## config.mk

```make
export PLATFORM = sky130hd
export DESIGN_NAME = lps_fifo
export DESIGN_NICKNAME = d
export VERILOG_FILES = /design/src/lps_pkg.sv /design/src/lps_fifo.sv
export SDC_FILE = /design/constraint.sdc
export NUM_CORES = 1
export LEC_CHECK = 0
export BUFFER_PORTS_ARGS = -buffer_cell sky130_fd_sc_hd__buf_2
export CORE_UTILIZATION = 40
export CTS_CLUSTER_DIAMETER = 50
export DETAILED_ROUTE_END_ITERATION = 10
export PLACE_DENSITY = 0.68
export SETUP_SLACK_MARGIN = 0.5
export SLEW_MARGIN = 10
export SYNTH_ARGS = -nofsm -noshare
export SYNTH_HDL_FRONTEND = slang
export SYNTH_SLANG_ARGS = --single-unit
```

## constraint.sdc

```tcl
create_clock -name clk_i -period 1.6 [get_ports clk_i]
set_input_delay 0.16 -clock clk_i [delete_from_list [all_inputs] [get_ports clk_i]]
set_output_delay 0.16 -clock clk_i [all_outputs]
set_load 0.01 [all_outputs]
```

## src/lps_pkg.sv

```systemverilog
`timescale 1ns / 1ps
`default_nettype none
package lps_pkg;

  localparam int CandW   = 16;
  localparam int CountW  = 14;
  localparam int StatusW = 2;

  localparam logic [StatusW-1:0] ST_OK    = 2'd0;
  localparam logic [StatusW-1:0] ST_ORDER = 2'd1;
  localparam logic [StatusW-1:0] ST_RANGE = 2'd2;

  // word handed from the front to the back through the queue
  typedef struct packed {
    logic [CandW-1:0]   cand;
    logic [StatusW-1:0] status;
  } q_item_t;

  // one result word
  typedef struct packed {
    logic [StatusW-1:0] status;
    logic [CountW-1:0]  count;
    logic               is_prime;
  } res_t;

  // remainder unit status
  typedef struct packed {
    logic done;
    logic zero;
  } rem_res_t;

endpackage
`default_nettype wire

```

## src/lps_fifo.sv

```systemverilog
`timescale 1ns / 1ps
`default_nettype none
module lps_fifo #(
  parameter int DEPTH = 2
) (
  input  wire logic             clk_i,
  input  wire logic             rst_ni,
  input  wire logic             push_i,
  input  wire lps_pkg::q_item_t item_i,
  output logic                  full_o,
  input  wire logic             pop_i,
  output logic                  valid_o,
  output lps_pkg::q_item_t      item_o
);
  import lps_pkg::*;

  localparam int AW = $clog2(DEPTH);

  q_item_t       slot_q [DEPTH];
  logic [AW:0]   wptr_q, rptr_q;
  logic          empty;

  assign empty   = (wptr_q == rptr_q);
  assign full_o  = (wptr_q[AW] != rptr_q[AW]) && (wptr_q[AW-1:0] == rptr_q[AW-1:0]);
  assign valid_o = !empty;
  assign item_o  = slot_q[rptr_q[AW-1:0]];

  always_ff @(posedge clk_i) begin
    if (push_i) begin
      slot_q[wptr_q[AW-1:0]] <= item_i;
    end
  end

  always_ff @(posedge clk_i or negedge rst_ni) begin
    if (!rst_ni) begin
      wptr_q <= '0;
      rptr_q <= '0;
    end else begin
      if (push_i) begin
        wptr_q <= wptr_q + 1'b1;
      end
      if (pop_i) begin
        rptr_q <= rptr_q + 1'b1;
      end
    end
  end

endmodule
`default_nettype wire

```

==> impl_metrics.yaml <==
global_routing:
  grt_first_pass_wirelength_um: 3710
  antenna_found_initial: 0
  overflow: 0
  first_global_vias: 804
  grt_use_total_pct: 12.5
  grt_max_degree: 19
sta:
  fin_crit_sh_pct: 92.3
  fin_tns_setup_ns: 0
  rsz0062_at_grt: "true"
  finalSetupViolCount: 0
  finalMaxSlewViolations: 0
  finalHoldWorstSlack_ns: 0.0685
  clock_skew_ns: 0.00463
  relSlewSlack_pct: 87.3
  min_period_ns: 1.48
  clock.fmax_mhz: 677
  setup_ws_ns: 0.123
  hold_violations: 0
  tightest_slew_ns: 0.189
clock_network:
  ctsLongestPathBuffers: 2
  cts_tree: "built"
  htreeDepth: 2
  clock_latency_ns: 0.28
  tritoncts.num_buffers: 5
  cts.sink_count: 40
  postCtsSetupBuffers: 0
  clk_pin_slew_worst_paths_ns: 0.06
  cts_root_buf: "clkbuf_8"
pwr:
  p_leak_nw: 0.813
  p_seq_share_pct: 44.7
  p_comb_share_pct: 37.9
  p_sw_w: 0.000983
  p_clk_share_pct: 17.5
  ir_drop_mv: 0.784
  powerDensity_nw_per_um2: 1730
  p_sw_share_pct: 28.9
  cellInternalPower_w: 0.00242
die:
  core_sq_um: 3720
  fp.dieW_um: 64.5
  initial_utilization_pct: 42.1
  io_pins: 42
  die_area_sq_um: 4160
  dieHeight_um: 64.5
  rows: 22
synthesis:
  synthCells: 71
  ys_seq_area_share_pct: 75.6
  synth_cell_types: 11
  ys_warn_count: 0
  ys_ff_latch: 40
  postSynthAreaPerCell_sq_um: 22.0
  synthesis.area_sq_um: 1560
  syn_nets: 93
detailed_routing:
  drc: 0
  via_per_inst: 4.50
  drt_iter0_markers: 10
  ant_nets: 0
  vias: 770
  wire_per_inst_um: 13.5
  wl_um: 2300
  drt_pass1_iterations: 2
final_layout:
  final_common_cell: "buf_2"
  layout_common_cells: "buf_2 (41), edfxtp_1 (36), mux2_4 (18)"
  diodes: 0
  layout-drive-gt1-share_pct: 60.2
  area_growth_pct: 25.8
  final_nets: 144
placement:
  globalplace.congestion: 0.790
  portBuffers: 41
  pre_cts_slack_ns: 0.391
  dp_hpwl_um: 1500
flow_run:
  maxCapViolations: 0
setup_path:
  critPathLaunchType: "flip-flop"
  crit_path_max_incr_delay_ns: 0.38
  worst-path-max-fanout: 11
  end_kind: "output pin"
  slowest_stage: "dfrtp_1"
  crit_type: "flip-flop to output pin"
  path_buf_inv: 2
  worst_ep_required_time_ns: 1.44
  critPathArrivalTime_ns: 1.32
  path_cells: "buf_6, mux2_4, buf_2"
  crit_family: "flip-flops"
run_status:
  status: "completed"
min_path:
  worstHoldPathType: "input pin to flip-flop"
## Yosys cell counts (all sizes together)
cell,instances,area [sq um]
xnor2,3,33.8
buf,2,22.5
dfrtp,4,100
and2,1,6.26
mux2,18,270
xor2,3,26.3
nand2,2,10.0
nor2b,2,12.5
edfxtp,36,1080
## final cells by class
class,count,area [sq um]
clock inverter,1,3.75
fill,319,1750
tap,48,60.1
timing repair buffer,45,258
sequential,40,1180
clock buffer,7,76.3
multi-input combinational,30,385
## flip-flops by register name, summed over array words and instances, names as in the netlist
register and count:
wptr_q 2, rptr_q 2, slot_q 36
## through the flow
| step | util, % | total power, W | cell area, sq um | instances |
|---|---|---|---|---|
| global route | 52.9 | 0.00358 | 1970 | 171 |
| floorplan | - | 0.00239 | 1570 | 71 |
| finish | 52.9 | 0.00340 | 1970 | 171 |
| CTS | 52.7 | 0.00344 | 1960 | 171 |
| detailed placement | 49.5 | 0.00276 | 1840 | 161 |
| global placement | 49.5 | 0.00273 | 1840 | 161 |
## routing by layer
metal | wire, um | track usage (%) | up-vias
met5 | 0 | 0 | -
met4 | 21 | 5.56 | 0
met3 | 149 | 3.87 | 3
met1 | 1020 | 14.8 | 364
met2 | 1110 | 20.9 | 34
li1 | - | - | 369
## cell families (layout without fill, tap and decap cells)
kind of cell	count (synthesis)	in the layout	synth area share (%)
buffers and inverters	2	53	1.44
xor gates and xnor gates	6	6	3.84
muxes	18	18	17.3
and+or+nand+nor	5	6	1.84
DFF	40	40	75.6
## power groups by stage
| stage | clock, W | combinational [W] | sequential (W) |
|---|---|---|---|
| after global placement | 0 | 0.00122 | 0.00151 |
| after detailed placement | 0 | 0.00124 | 0.00152 |
| final | 0.000594 | 0.00129 | 0.00152 |
| after global routing | 0.000656 | 0.00139 | 0.00154 |
| after CTS | 0.000617 | 0.00131 | 0.00152 |
| after floorplan | 0 | 0.000884 | 0.00151 |
## timing repair
action	in CTS	in global routing
endpoints found under the setup margin	56	47
pin swaps	1	0
cloned	1	0
endpoints found under the hold margin	4	0
resized for setup	6	2
hold buffers	1	0
## worst reg2reg max path, cell delays in order (launching register included)
cell and delay [ns]:
dfrtp_2 0.47, nor2b_4 0.15, buf_12 0.17
## worst paths after layout
kind | slack, ns | endpoint | cells past startpoint | startpoint
hold reg to reg | 0.51 | wptr_q[1]$_DFFE_PN0P_ | 1 | wptr_q[1]$_DFFE_PN0P_
hold / removal | 0.07 | slot_q[0][15]$_DFFE_PP_ | 1 | item_i[15]
setup / recovery | 0.12 | item_o[9] | 3 | rptr_q[0]$_DFFE_PN0P_
min in group asynchronous | 0.23 | wptr_q[1]$_DFFE_PN0P_ | 2 | rst_ni
setup reg to reg | 0.52 | slot_q[0][2]$_DFFE_PP_ | 2 | wptr_q[0]$_DFFE_PN0P_
max in group asynchronous | 1.23 | wptr_q[0]$_DFFE_PN0P_ | 2 | rst_ni
No activity file was read; power rests on OpenSTA's default activity.
