**src/lps_pkg.sv**
```systemverilog
`timescale 1ns / 1ps
`default_nettype none
package lps_pkg;

  localparam int CandW   = 16;
  localparam int CountW  = 14;
  localparam int StatusW = 2;

  localparam logic [StatusW-1:0] ST_OK    = 2'd0;
  localparam logic [StatusW-1:0] ST_ORDER = 2'd1;
  localparam logic [StatusW-1:0] ST_RANGE = 2'd2;

  // word handed from the front to the back through the queue
  typedef struct packed {
    logic [CandW-1:0]   cand;
    logic [StatusW-1:0] status;
  } q_item_t;

  // one result word
  typedef struct packed {
    logic [StatusW-1:0] status;
    logic [CountW-1:0]  count;
    logic               is_prime;
  } res_t;

  // remainder unit status
  typedef struct packed {
    logic done;
    logic zero;
  } rem_res_t;

endpackage
`default_nettype wire

```
**src/lps_front.sv**
```systemverilog
`timescale 1ns / 1ps
`default_nettype none
module lps_front (
  input  wire logic                      clk_i,
  input  wire logic                      rst_ni,
  input  wire logic                      s_valid_i,
  output logic                           s_ready_o,
  input  wire logic [lps_pkg::CandW-1:0] s_data_i,
  input  wire logic [lps_pkg::CandW-1:0] top_i,
  input  wire logic                      init_done_i,
  input  wire logic                      q_full_i,
  output logic                           push_o,
  output lps_pkg::q_item_t               item_o
);
  import lps_pkg::*;

  logic [CandW:0] expected_q, expected_d;
  logic           in_order;

  assign s_ready_o = init_done_i && !q_full_i;
  assign push_o    = s_valid_i && s_ready_o;
  assign in_order  = ({1'b0, s_data_i} == expected_q);

  always_comb begin
    item_o.cand = s_data_i;
    expected_d  = expected_q;
    if (!in_order) begin
      item_o.status = ST_ORDER;
    end else if (s_data_i > top_i) begin
      item_o.status = ST_RANGE;
    end else begin
      item_o.status = ST_OK;
      if (push_o) begin
        expected_d = expected_q + 1'b1;
      end
    end
  end

  always_ff @(posedge clk_i or negedge rst_ni) begin
    if (!rst_ni) begin
      expected_q <= (CandW + 1)'(2);
    end else begin
      expected_q <= expected_d;
    end
  end

endmodule
`default_nettype wire

```
**config.mk**
```make
export PLATFORM = sky130hd
export DESIGN_NAME = lps_front
export DESIGN_NICKNAME = d
export VERILOG_FILES = /design/src/lps_pkg.sv /design/src/lps_front.sv
export SDC_FILE = /design/constraint.sdc
export NUM_CORES = 1
export LEC_CHECK = 0
export BUFFER_PORTS_ARGS = -buffer_cell sky130_fd_sc_hd__buf_4
export CAP_MARGIN = 10
export CORE_ASPECT_RATIO = 0.5
export CORE_UTILIZATION = 30
export DETAILED_ROUTE_END_ITERATION = 10
export SYNTH_ARGS = -nofsm -noshare
export SYNTH_HDL_FRONTEND = slang
export SYNTH_SLANG_ARGS = --single-unit
```
**constraint.sdc**
```tcl
create_clock -name clk_i -period 5.2 [get_ports clk_i]
set_input_delay 0.78 -clock clk_i [delete_from_list [all_inputs] [get_ports clk_i]]
set_output_delay 0.78 -clock clk_i [all_outputs]
set_load 0.02 [all_outputs]
```
==> summary.txt, run 1 <==
Layout
  – Share of the core filled with cells: 0.412
  – Ratio of cells with drive above 1 in the final layout: 0.333
  – Commonest cells after routing, fill and taps aside: 56 x sky130_fd_sc_hd__buf_4, 18 x sky130_fd_sc_hd__xnor2_1, 17 x sky130_fd_sc_hd__inv_1, 17 x sky130_fd_sc_hd__ha_1, 16 x sky130_fd_sc_hd__dfrtp_1
  – Multi-input combinational cell area: 863 um2
  – Layout filler cell count: 461
  – Antenna Cells: 0
  – Register with the highest flop count: expected_q
  – Leading registers by flop count: expected_q (17)
  – Most common library cell in the layout ignoring fill and taps: sky130_fd_sc_hd__buf_4
  – Sequential cell area: 427 um2
  – Number of nets in the layout: 256
  – Syn-to-layout area delta: 26.2%
  – Number of flip-flops in the largest register: 17
  – Post-layout instance count excluding filler cells: 267

Outcome
  – Result of the run: complete, no violations

Global routing
  – Largest net degree at the start of global routing: 18
  – Wire length of the first global-routing pass: 5.71 mm
  – Vias in the first global route: 1176
  – All-layer global routing usage: 0.144
  – Initial antenna violation count: 0
  – Grt ovf: 0

CTS
  – Inserted Clock Buffers: 3
  – Clock transition at the registers of the reported paths: 0.06 ns
  – Worst-skew pair later-pin latency: 0.25 ns
  – Hold bufs inserted after CTS: 0
  – Buffer type at the clock tree root: sky130_fd_sc_hd__clkbuf_8
  – Resized cells post-CTS: 0
  – Post-CTS Repair Setup Buffers: 0
  – Sinks on the clock net: 17
  – Maximum level of the CTS H-tree: 1
  – CTS tree: done
  – Max clock buf depth: 2

Worst setup path
  – Worst Path Required: 4.42 ns
  – Minimum setup slack among reg-to-reg paths: 2.45 ns
  – Endpoint class of the critical path: output port
  – FF-to-FF Start: expected_q[5]$_DFFE_PN0P_
  – Startpoint class of the critical path: primary input
  – Data arrival time of the worst path: 2.58 ns
  – Worst reg2reg endpoint: expected_q[13]$_DFFE_PN0P_
  – Critical path peak fanout: 4
  – Register-to-Register Path Depth: 7
  – Setup Crit Path Kind: in -> out

Floorplan
  – Die area: 5330 um2
  – Die span in y: 52.1 um
  – Total I/O pin count: 57
  – Horiz. Die Dim: 102 um
  – Row cnt: 17
  – Effective utilization at floorplan: 0.326
  – Placeable core area: 4620 um2

Synthesis
  – Ys Warns: 0
  – Adder and majority gate portion of the synthesized area: 0.141
  – Multiplexer share of the synthesized area: 0.00748
  – Post-synthesis cell count: 161
  – Sequential cell area fraction in the yosys report: 0.283
  – Main combinational cell family by area after synthesis: XOR/XNOR gates
  – Synthesized-area fraction occupied by xor and xnor cells: 0.180
  – Net count of the mapped netlist: 215
  – Count of state elements after synthesis: 17
  – Distinct cell type count of the synthesized netlist: 31
  – Mapped Avg Cell Area: 9.36 um2
  – Post-synthesis share of cell area spent on and, or, nand and nor gates: 0.177
  – Area fraction in compound gates after synthesis: 0.0673
  – Post-Synthesis Cell Area: 1510 um2

Pwr
  – Switching share of power: 0.273
  – Share of power burned in the clock network: 0.312
  – Peak supply drop: 0.0616 mV
  – Reg power frac: 0.422
  – Power density over the cells: 165 nW/um2
  – Static power due to leakage: 1.01 nW
  – Sw power: 85.6 uW
  – Combinational share of power: 0.266
  – Internal power component: 228 uW

STA
  – Tightest Pin Transition: 0.776 ns
  – Worst max-slew margin expressed relative to the limit: 0.481
  – Aggregate negative setup slack: 0 ns
  – Final period demand of the worst path: 3.36 ns
  – Fin crit share: 0.646
  – Final Skew: 0.000982 ns
  – RSZ-0062 raised after global routing: false
  – Final setup violation count: 0
  – Final setup margin: 1.84 ns
  – Count of endpoints failing hold in the final timing report: 0
  – Fin. max-slew vios: 0
  – Fmax: 0.298 GHz

Detailed routing
  – Detailed-route wire length per cell: 13.3 um
  – Remaining antenna violation count: 0
  – Number of DRC violations after detailed routing: 0
  – Drt total wl: 3.55 mm
  – Ratio of routed vias to standard cells: 4.61
  – Count of routing violations after the opening detailed-route iteration: 15
  – Number of optimization iterations in the first detailed-route pass: 4
  – Count of vias placed by the detailed router: 1230

Place
  – Number of port buffers: 56
  – Post-Place Worst Slack: 1.73 ns
  – HPWL reported at the end of detailed placement: 2.96 mm
  – Instance count after placement with tap cells included: 263
  – Final weighted congestion of routability-driven global placement: 0.761

Hold path
  – Type of the most critical hold path: in -> async

Run
  – Max-cap violation count: 0
stage by stage:
| step | hold slack (ns) | area, um2 | power (mW) |
|---|---|---|---|
| after global placement | 0.490 | 1860 | 0.217 |
| after CTS | 0.382 | 1900 | 0.319 |
| final | 0.378 | 1900 | 0.314 |
| after floorplan | 0.438 | 1510 | 0.181 |
| after detailed placement | 0.488 | 1860 | 0.219 |
| after global routing | 0.385 | 1900 | 0.334 |
how the worst max path moves through the flow:
stage	from	to	slack, ns	cells after the start
after CTS	s_data_i[13]	item_o[1]	1.84	9
after global placement	s_data_i[13]	expected_q[13]$_DFFE_PN0P_	1.82	8
after floorplan	top_i[15]	item_o[1]	2.03	8
final	s_data_i[13]	item_o[1]	1.84	9
after detailed placement	s_data_i[15]	expected_q[13]$_DFFE_PN0P_	1.73	8
after global routing	s_data_i[13]	item_o[1]	1.74	9
layer usage:
layer	global-route usage	up-vias	share of wire
li1	-	620	-
met1	0.208	587	0.51
met2	0.224	19	0.45
met3	0.00806	4	0.023
met4	0.0643	0	0.014
met5	0	-	0
critical path, cell delays in order:
cell and delay (ns):
sky130_fd_sc_hd__buf_4 0.13, sky130_fd_sc_hd__ha_1 0.29, sky130_fd_sc_hd__nand4_1 0.18, sky130_fd_sc_hd__or4_1 0.60
sky130_fd_sc_hd__a21o_1 0.18, sky130_fd_sc_hd__nand3_1 0.13, sky130_fd_sc_hd__nand2_1 0.07, sky130_fd_sc_hd__nor2_1 0.08
sky130_fd_sc_hd__buf_4 0.15
cells in the mapped netlist (all sizes together):
master  number  area, um2
dfrtp       16        400
nor2         1       3.75
nor3         3       15.0
mux2         1       11.3
or4          2       18.8
nor4         2       12.5
inv         17       63.8
xor2        13        114
nand4       15        106
nand3        2       10.0
a21oi        6       30.0
a21o         1       7.51
nor2b        3       18.8
xnor2       18        158
o211ai       1       7.51
a41o         1       11.3
a211oi       2       27.5
nand2        8       30.0
or2          1       6.26
o21ai        2       10.0
ha          17        213
o21bai       1       7.51
buf         20        153
and3         7       45.1
dfstp        1       26.3
power groups by stage:
stage	Sequential [mW]	Combinational (mW)	Clock, mW
after floorplan	0.135	0.0458	0
after global placement	0.135	0.0821	0
after detailed placement	0.135	0.0839	0
after CTS	0.132	0.0842	0.102
after global routing	0.132	0.0924	0.109
final	0.132	0.0834	0.0978
cells by family after synthesis:
family | count (synthesis)
xor+xnor | 31
simple gates | 44
fa+ha+maj | 17
compound gates | 14
flops | 17
buf+inv | 37
mux | 1
layout make-up:
class,count,area share
Multi-Input combinational cell,107,0.454
Sequential cell,17,0.224
Timing Repair Buffer,56,0.221
Tap cell,66,0.0434
Inverter,17,0.0336
Clock buffer,4,0.0237
No activity file was read; power rests on OpenSTA's default activity.
==> inputs of run 2 (changes only) <==
ABC_AREA = 1   (was not set)
clock period = 3.2 ns   (was 5.2 ns; I/O delays follow)
==> run 2 against run 1 <==
  * Wire length up 36%
  * Utilization down 2.4 points
  * Synthesized cell count up 78%
  * Count of clock-buffer cells in the layout unchanged
  * Cell count up 55%
  * Critical endpoint unchanged
  * Non-clock buffer count up 2
  * Sequential power up 63%
  * Flip-flop and latch count unchanged
  * Setup slack worse by 1.3 ns
  * Combinational power up 89%
  * Via count up 54%
  * Largest cell class unchanged
  * The flow now finishes with violations (DRC)
==> summary.txt, run 2 <==
CTS
  – Clock transition at the registers of the reported paths: 0.05 ns (about the same)
  – Worst-skew pair later-pin latency: 0.25 ns (about the same)
  – Max clock buf depth: 2 (unchanged)
  – Hold bufs inserted after CTS: 0 (unchanged)
  – Maximum level of the CTS H-tree: 1 (unchanged)
  – Buffer type at the clock tree root: sky130_fd_sc_hd__clkbuf_16
  – CTS tree: done
  – Resized cells post-CTS: 0 (unchanged)
  – Post-CTS Repair Setup Buffers: 0 (unchanged)
  – Inserted Clock Buffers: 3 (unchanged)
  – Sinks on the clock net: 17 (unchanged)

STA
  – Tightest Pin Transition: 0.470 ns (-0.306 ns)
  – Fmax: 0.379 GHz
  – Worst max-slew margin expressed relative to the limit: 0.684 (+0.203)
  – Final setup violation count: 0 (unchanged)
  – Final period demand of the worst path: 2.64 ns
  – Final Skew: 0.00385 ns (+0.00287 ns)
  – Aggregate negative setup slack: 0 ns (unchanged)
  – Fin crit share: 0.824
  – Count of endpoints failing hold in the final timing report: 0 (unchanged)
  – RSZ-0062 raised after global routing: false
  – Fin. max-slew vios: 0 (unchanged)

Global routing
  – Grt ovf: 0 (unchanged)
  – Largest net degree at the start of global routing: 20 (+2)
  – Gr busiest metal: met2
  – Met1 demand-to-capacity share in global routing: 0.203 (-0.00498)
  – Wire length of the first global-routing pass: 7.90 mm (+38%)
  – GR met2 Demand/Resource: 0.246 (+0.0224)
  – Global-route met3 utilization: 0.0103 (+0.00223)
  – All-layer global routing usage: 0.147 (+0.00257)
  – Vias in the first global route: 1742 (+48%)
  – Initial antenna violation count: 0 (unchanged)

Layout
  – Number of nets in the layout: 382 (+49%)
  – Commonest cells after routing, fill and taps aside: 83 x sky130_fd_sc_hd__nand2_1, 58 x sky130_fd_sc_hd__buf_4, 44 x sky130_fd_sc_hd__inv_1
  – Share of the core filled with cells: 0.388 (-0.0239)
  – Most common library cell in the layout ignoring fill and taps: sky130_fd_sc_hd__nand2_1
  – Layout filler cell count: 645 (+40%)
  – Register with the highest flop count: expected_q
  – Ratio of cells with drive above 1 in the final layout: 0.217 (-0.116)
  – Antenna Cells: 0 (unchanged)
  – Syn-to-layout area delta: 24.0%
  – Post-layout instance count excluding filler cells: 415 (+55%)
  – Leading registers by flop count: expected_q (17)
  – Number of flip-flops in the largest register: 17 (unchanged)
  – Area of all placed cells without fillers: 2380 um2 (+25%)

Pwr
  – Static power due to leakage: 1.29 nW (+28%)
  – Peak supply drop: 0.120 mV (+96%)
  – Power density over the cells: 264 nW/um2 (+60%)

Floorplan
  – Effective utilization at floorplan: 0.313 (-0.0133)
  – Placeable core area: 6130 um2 (+33%)
  – Row cnt: 20 (+3)
  – Die span in y: 58.6 um (+12%)
  – Total I/O pin count: 57 (unchanged)
  – Die area: 6740 um2 (+27%)
  – Horiz. Die Dim: 115 um (+13%)

Detailed routing
  – Ratio of routed vias to standard cells: 4.56 (-0.93%)
  – Drt total wl: 4.84 mm (+36%)
  – Count of routing violations after the opening detailed-route iteration: 246 (+231)
  – Detailed-route wire length per cell: 11.7 um (-12%)
  – Count of vias placed by the detailed router: 1894 (+54%)
  – Number of DRC violations after detailed routing: 1 (+1)
  – Number of optimization iterations in the first detailed-route pass: 7 (+3)
  – Remaining antenna violation count: 0 (unchanged)

Place
  – Instance count after placement with tap cells included: 411 (+56%)
  – Number of port buffers: 56 (unchanged)
  – Final weighted congestion of routability-driven global placement: 0.824 (+8.2%)
  – Placed cell area: 2300 um2 (+24%)
  – HPWL reported at the end of detailed placement: 3.83 mm (+29%)

Worst setup path
  – Critical path peak fanout: 19 (+15)
  – Setup Crit Path Kind: reg -> out
  – Startpoint class of the critical path: flip-flop
  – Endpoint class of the critical path: output port
  – Worst Path Required: 2.72 ns (-1.70 ns)
  – Register-to-Register Path Depth: 11 (+4)
  – Data arrival time of the worst path: 2.16 ns (-0.42 ns)

Synthesis
  – Sequential cell area fraction in the yosys report: 0.222 (-0.0609)
  – Biggest area contributors in the synthesized netlist: sky130_fd_sc_hd__dfrtp_1 21%, sky130_fd_sc_hd__nand2_1 16%, sky130_fd_sc_hd__ha_1 11%
  – Net count of the mapped netlist: 341 (+59%)
  – Distinct cell type count of the synthesized netlist: 29 (-6.5%)
  – Mapped Avg Cell Area: 6.69 um2 (-29%)
  – Leading cell types by count after synthesis: 83 x sky130_fd_sc_hd__nand2_1, 44 x sky130_fd_sc_hd__inv_1, 24 x sky130_fd_sc_hd__nand4_1
  – Count of state elements after synthesis: 17 (unchanged)
  – Cell taking the most area after synthesis: sky130_fd_sc_hd__dfrtp_1
  – Most common cell in the synthesized netlist: sky130_fd_sc_hd__nand2_1
  – Fraction of post-synthesis cell area in the top cell type by area: 0.209 (-0.0572)
  – Predominant post-synthesis flop cell: sky130_fd_sc_hd__dfrtp_1
  – Post-synthesis cell count: 287 (+78%)
  – Ys Warns: 0 (unchanged)
  – Fraction of registers with async set/reset: 1.00 (unchanged)
  – Post-Synthesis Cell Area: 1920 um2 (+27%)
  – Number of enable flip-flop cells after synthesis: 0 (unchanged)

Hold path
  – Type of the most critical hold path: in -> async

Outcome
  – Violations in the final reports: DRC
  – Result of the run: finished with violations

Run
  – Max-cap violation count: 0 (unchanged)
-- run 2: changes by cell type after synthesis, moves of 2 or more --
cell / delta
sky130_fd_sc_hd__nand2_1: +75
sky130_fd_sc_hd__inv_1: +27
sky130_fd_sc_hd__nor2_1: +20
sky130_fd_sc_hd__xnor2_1: -15
sky130_fd_sc_hd__nand4_1: +11
sky130_fd_sc_hd__nand3_1: +9
sky130_fd_sc_hd__and3_1: -6
sky130_fd_sc_hd__nor3_1: +4
sky130_fd_sc_hd__nor2b_1: -3
sky130_fd_sc_hd__nand2_2: +2
sky130_fd_sc_hd__nand4_2: -2
sky130_fd_sc_hd__nor4_1: -2
sky130_fd_sc_hd__or2_2: +2
sky130_fd_sc_hd__xor2_1: +2
-- run 2: area by class of cell --
cell class                      count  area (um2)  area share
Timing Repair Buffer               58         435       0.183
Tap cell                           88         110      0.0463
Clock buffer                        4        78.8      0.0331
Sequential cell                    17         427       0.179
Inverter                           45         169      0.0710
Multi-Input combinational cell    203        1160       0.487
-- run 2: path summary, 6_finish.rpt --
path	startpoint	slack (ns)	end
worst max register to register	expected_q[1]$_DFFE_PN1P_	1.27	expected_q[4]$_DFFE_PN0P_
max in group asynchronous	rst_ni	2.86	expected_q[1]$_DFFE_PN1P_
worst min register to register	expected_q[1]$_DFFE_PN1P_	0.49	expected_q[1]$_DFFE_PN1P_
min in group clk_i	expected_q[1]$_DFFE_PN1P_	0.49	expected_q[1]$_DFFE_PN1P_
worst max-delay path	expected_q[1]$_DFFE_PN1P_	0.56	item_o[1]
worst min-delay path	rst_ni	0.08	expected_q[8]$_DFFE_PN0P_
-- run 2: cells by family after synthesis --
logic type,synth area share
XOR/XNOR,0.0821
buffers and inverters,0.173
adder cells (fa/ha/maj),0.111
AO/OA/AOI/OAI,0.0326
flip-flops,0.222
AND/OR/NAND/NOR,0.379
-- run 2: where the power goes --
group	internal (mW)	switching (mW)
combinational	0.0730	0.0849
sequential	0.215	0
clock	0.169	0.0857
-- run 2: per-layer routing --
metal | part of all wire | vias up | wire [um]
met3 | 0.048 | 7 | 231
met1 | 0.48 | 859 | 2310
met2 | 0.46 | 51 | 2230
met4 | 0.014 | 0 | 66
li1 | - | 977 | -
met5 | 0 | - | 0
-- run 2: critical path: stages, from the launching register on --
cell and delay [ns]:
sky130_fd_sc_hd__dfstp_2 0.55, sky130_fd_sc_hd__inv_1 0.07, sky130_fd_sc_hd__nand2_1 0.06, sky130_fd_sc_hd__nand2_1 0.05
sky130_fd_sc_hd__nor2_1 0.09, sky130_fd_sc_hd__nand2_1 0.06, sky130_fd_sc_hd__nor2_2 0.12, sky130_fd_sc_hd__nand2_2 0.10
sky130_fd_sc_hd__nor2_8 0.27, sky130_fd_sc_hd__inv_1 0.15, sky130_fd_sc_hd__nor2_1 0.19, sky130_fd_sc_hd__buf_4 0.18
-- run 2: stage by stage --
| stage | hold slack, ns | power, mW | worst slack, ns |
|---|---|---|---|
| 5_1_grt | 0.0949 | 0.665 | 0.426 |
| 2_1_floorplan | 0.184 | 0.311 | 0.820 |
| 3_3_place_gp | 0.356 | 0.374 | 0.774 |
| 6_report | 0.0850 | 0.628 | 0.564 |
| 4_1_cts | 0.0920 | 0.634 | 0.560 |
| 3_5_place_dp | 0.358 | 0.378 | 0.792 |
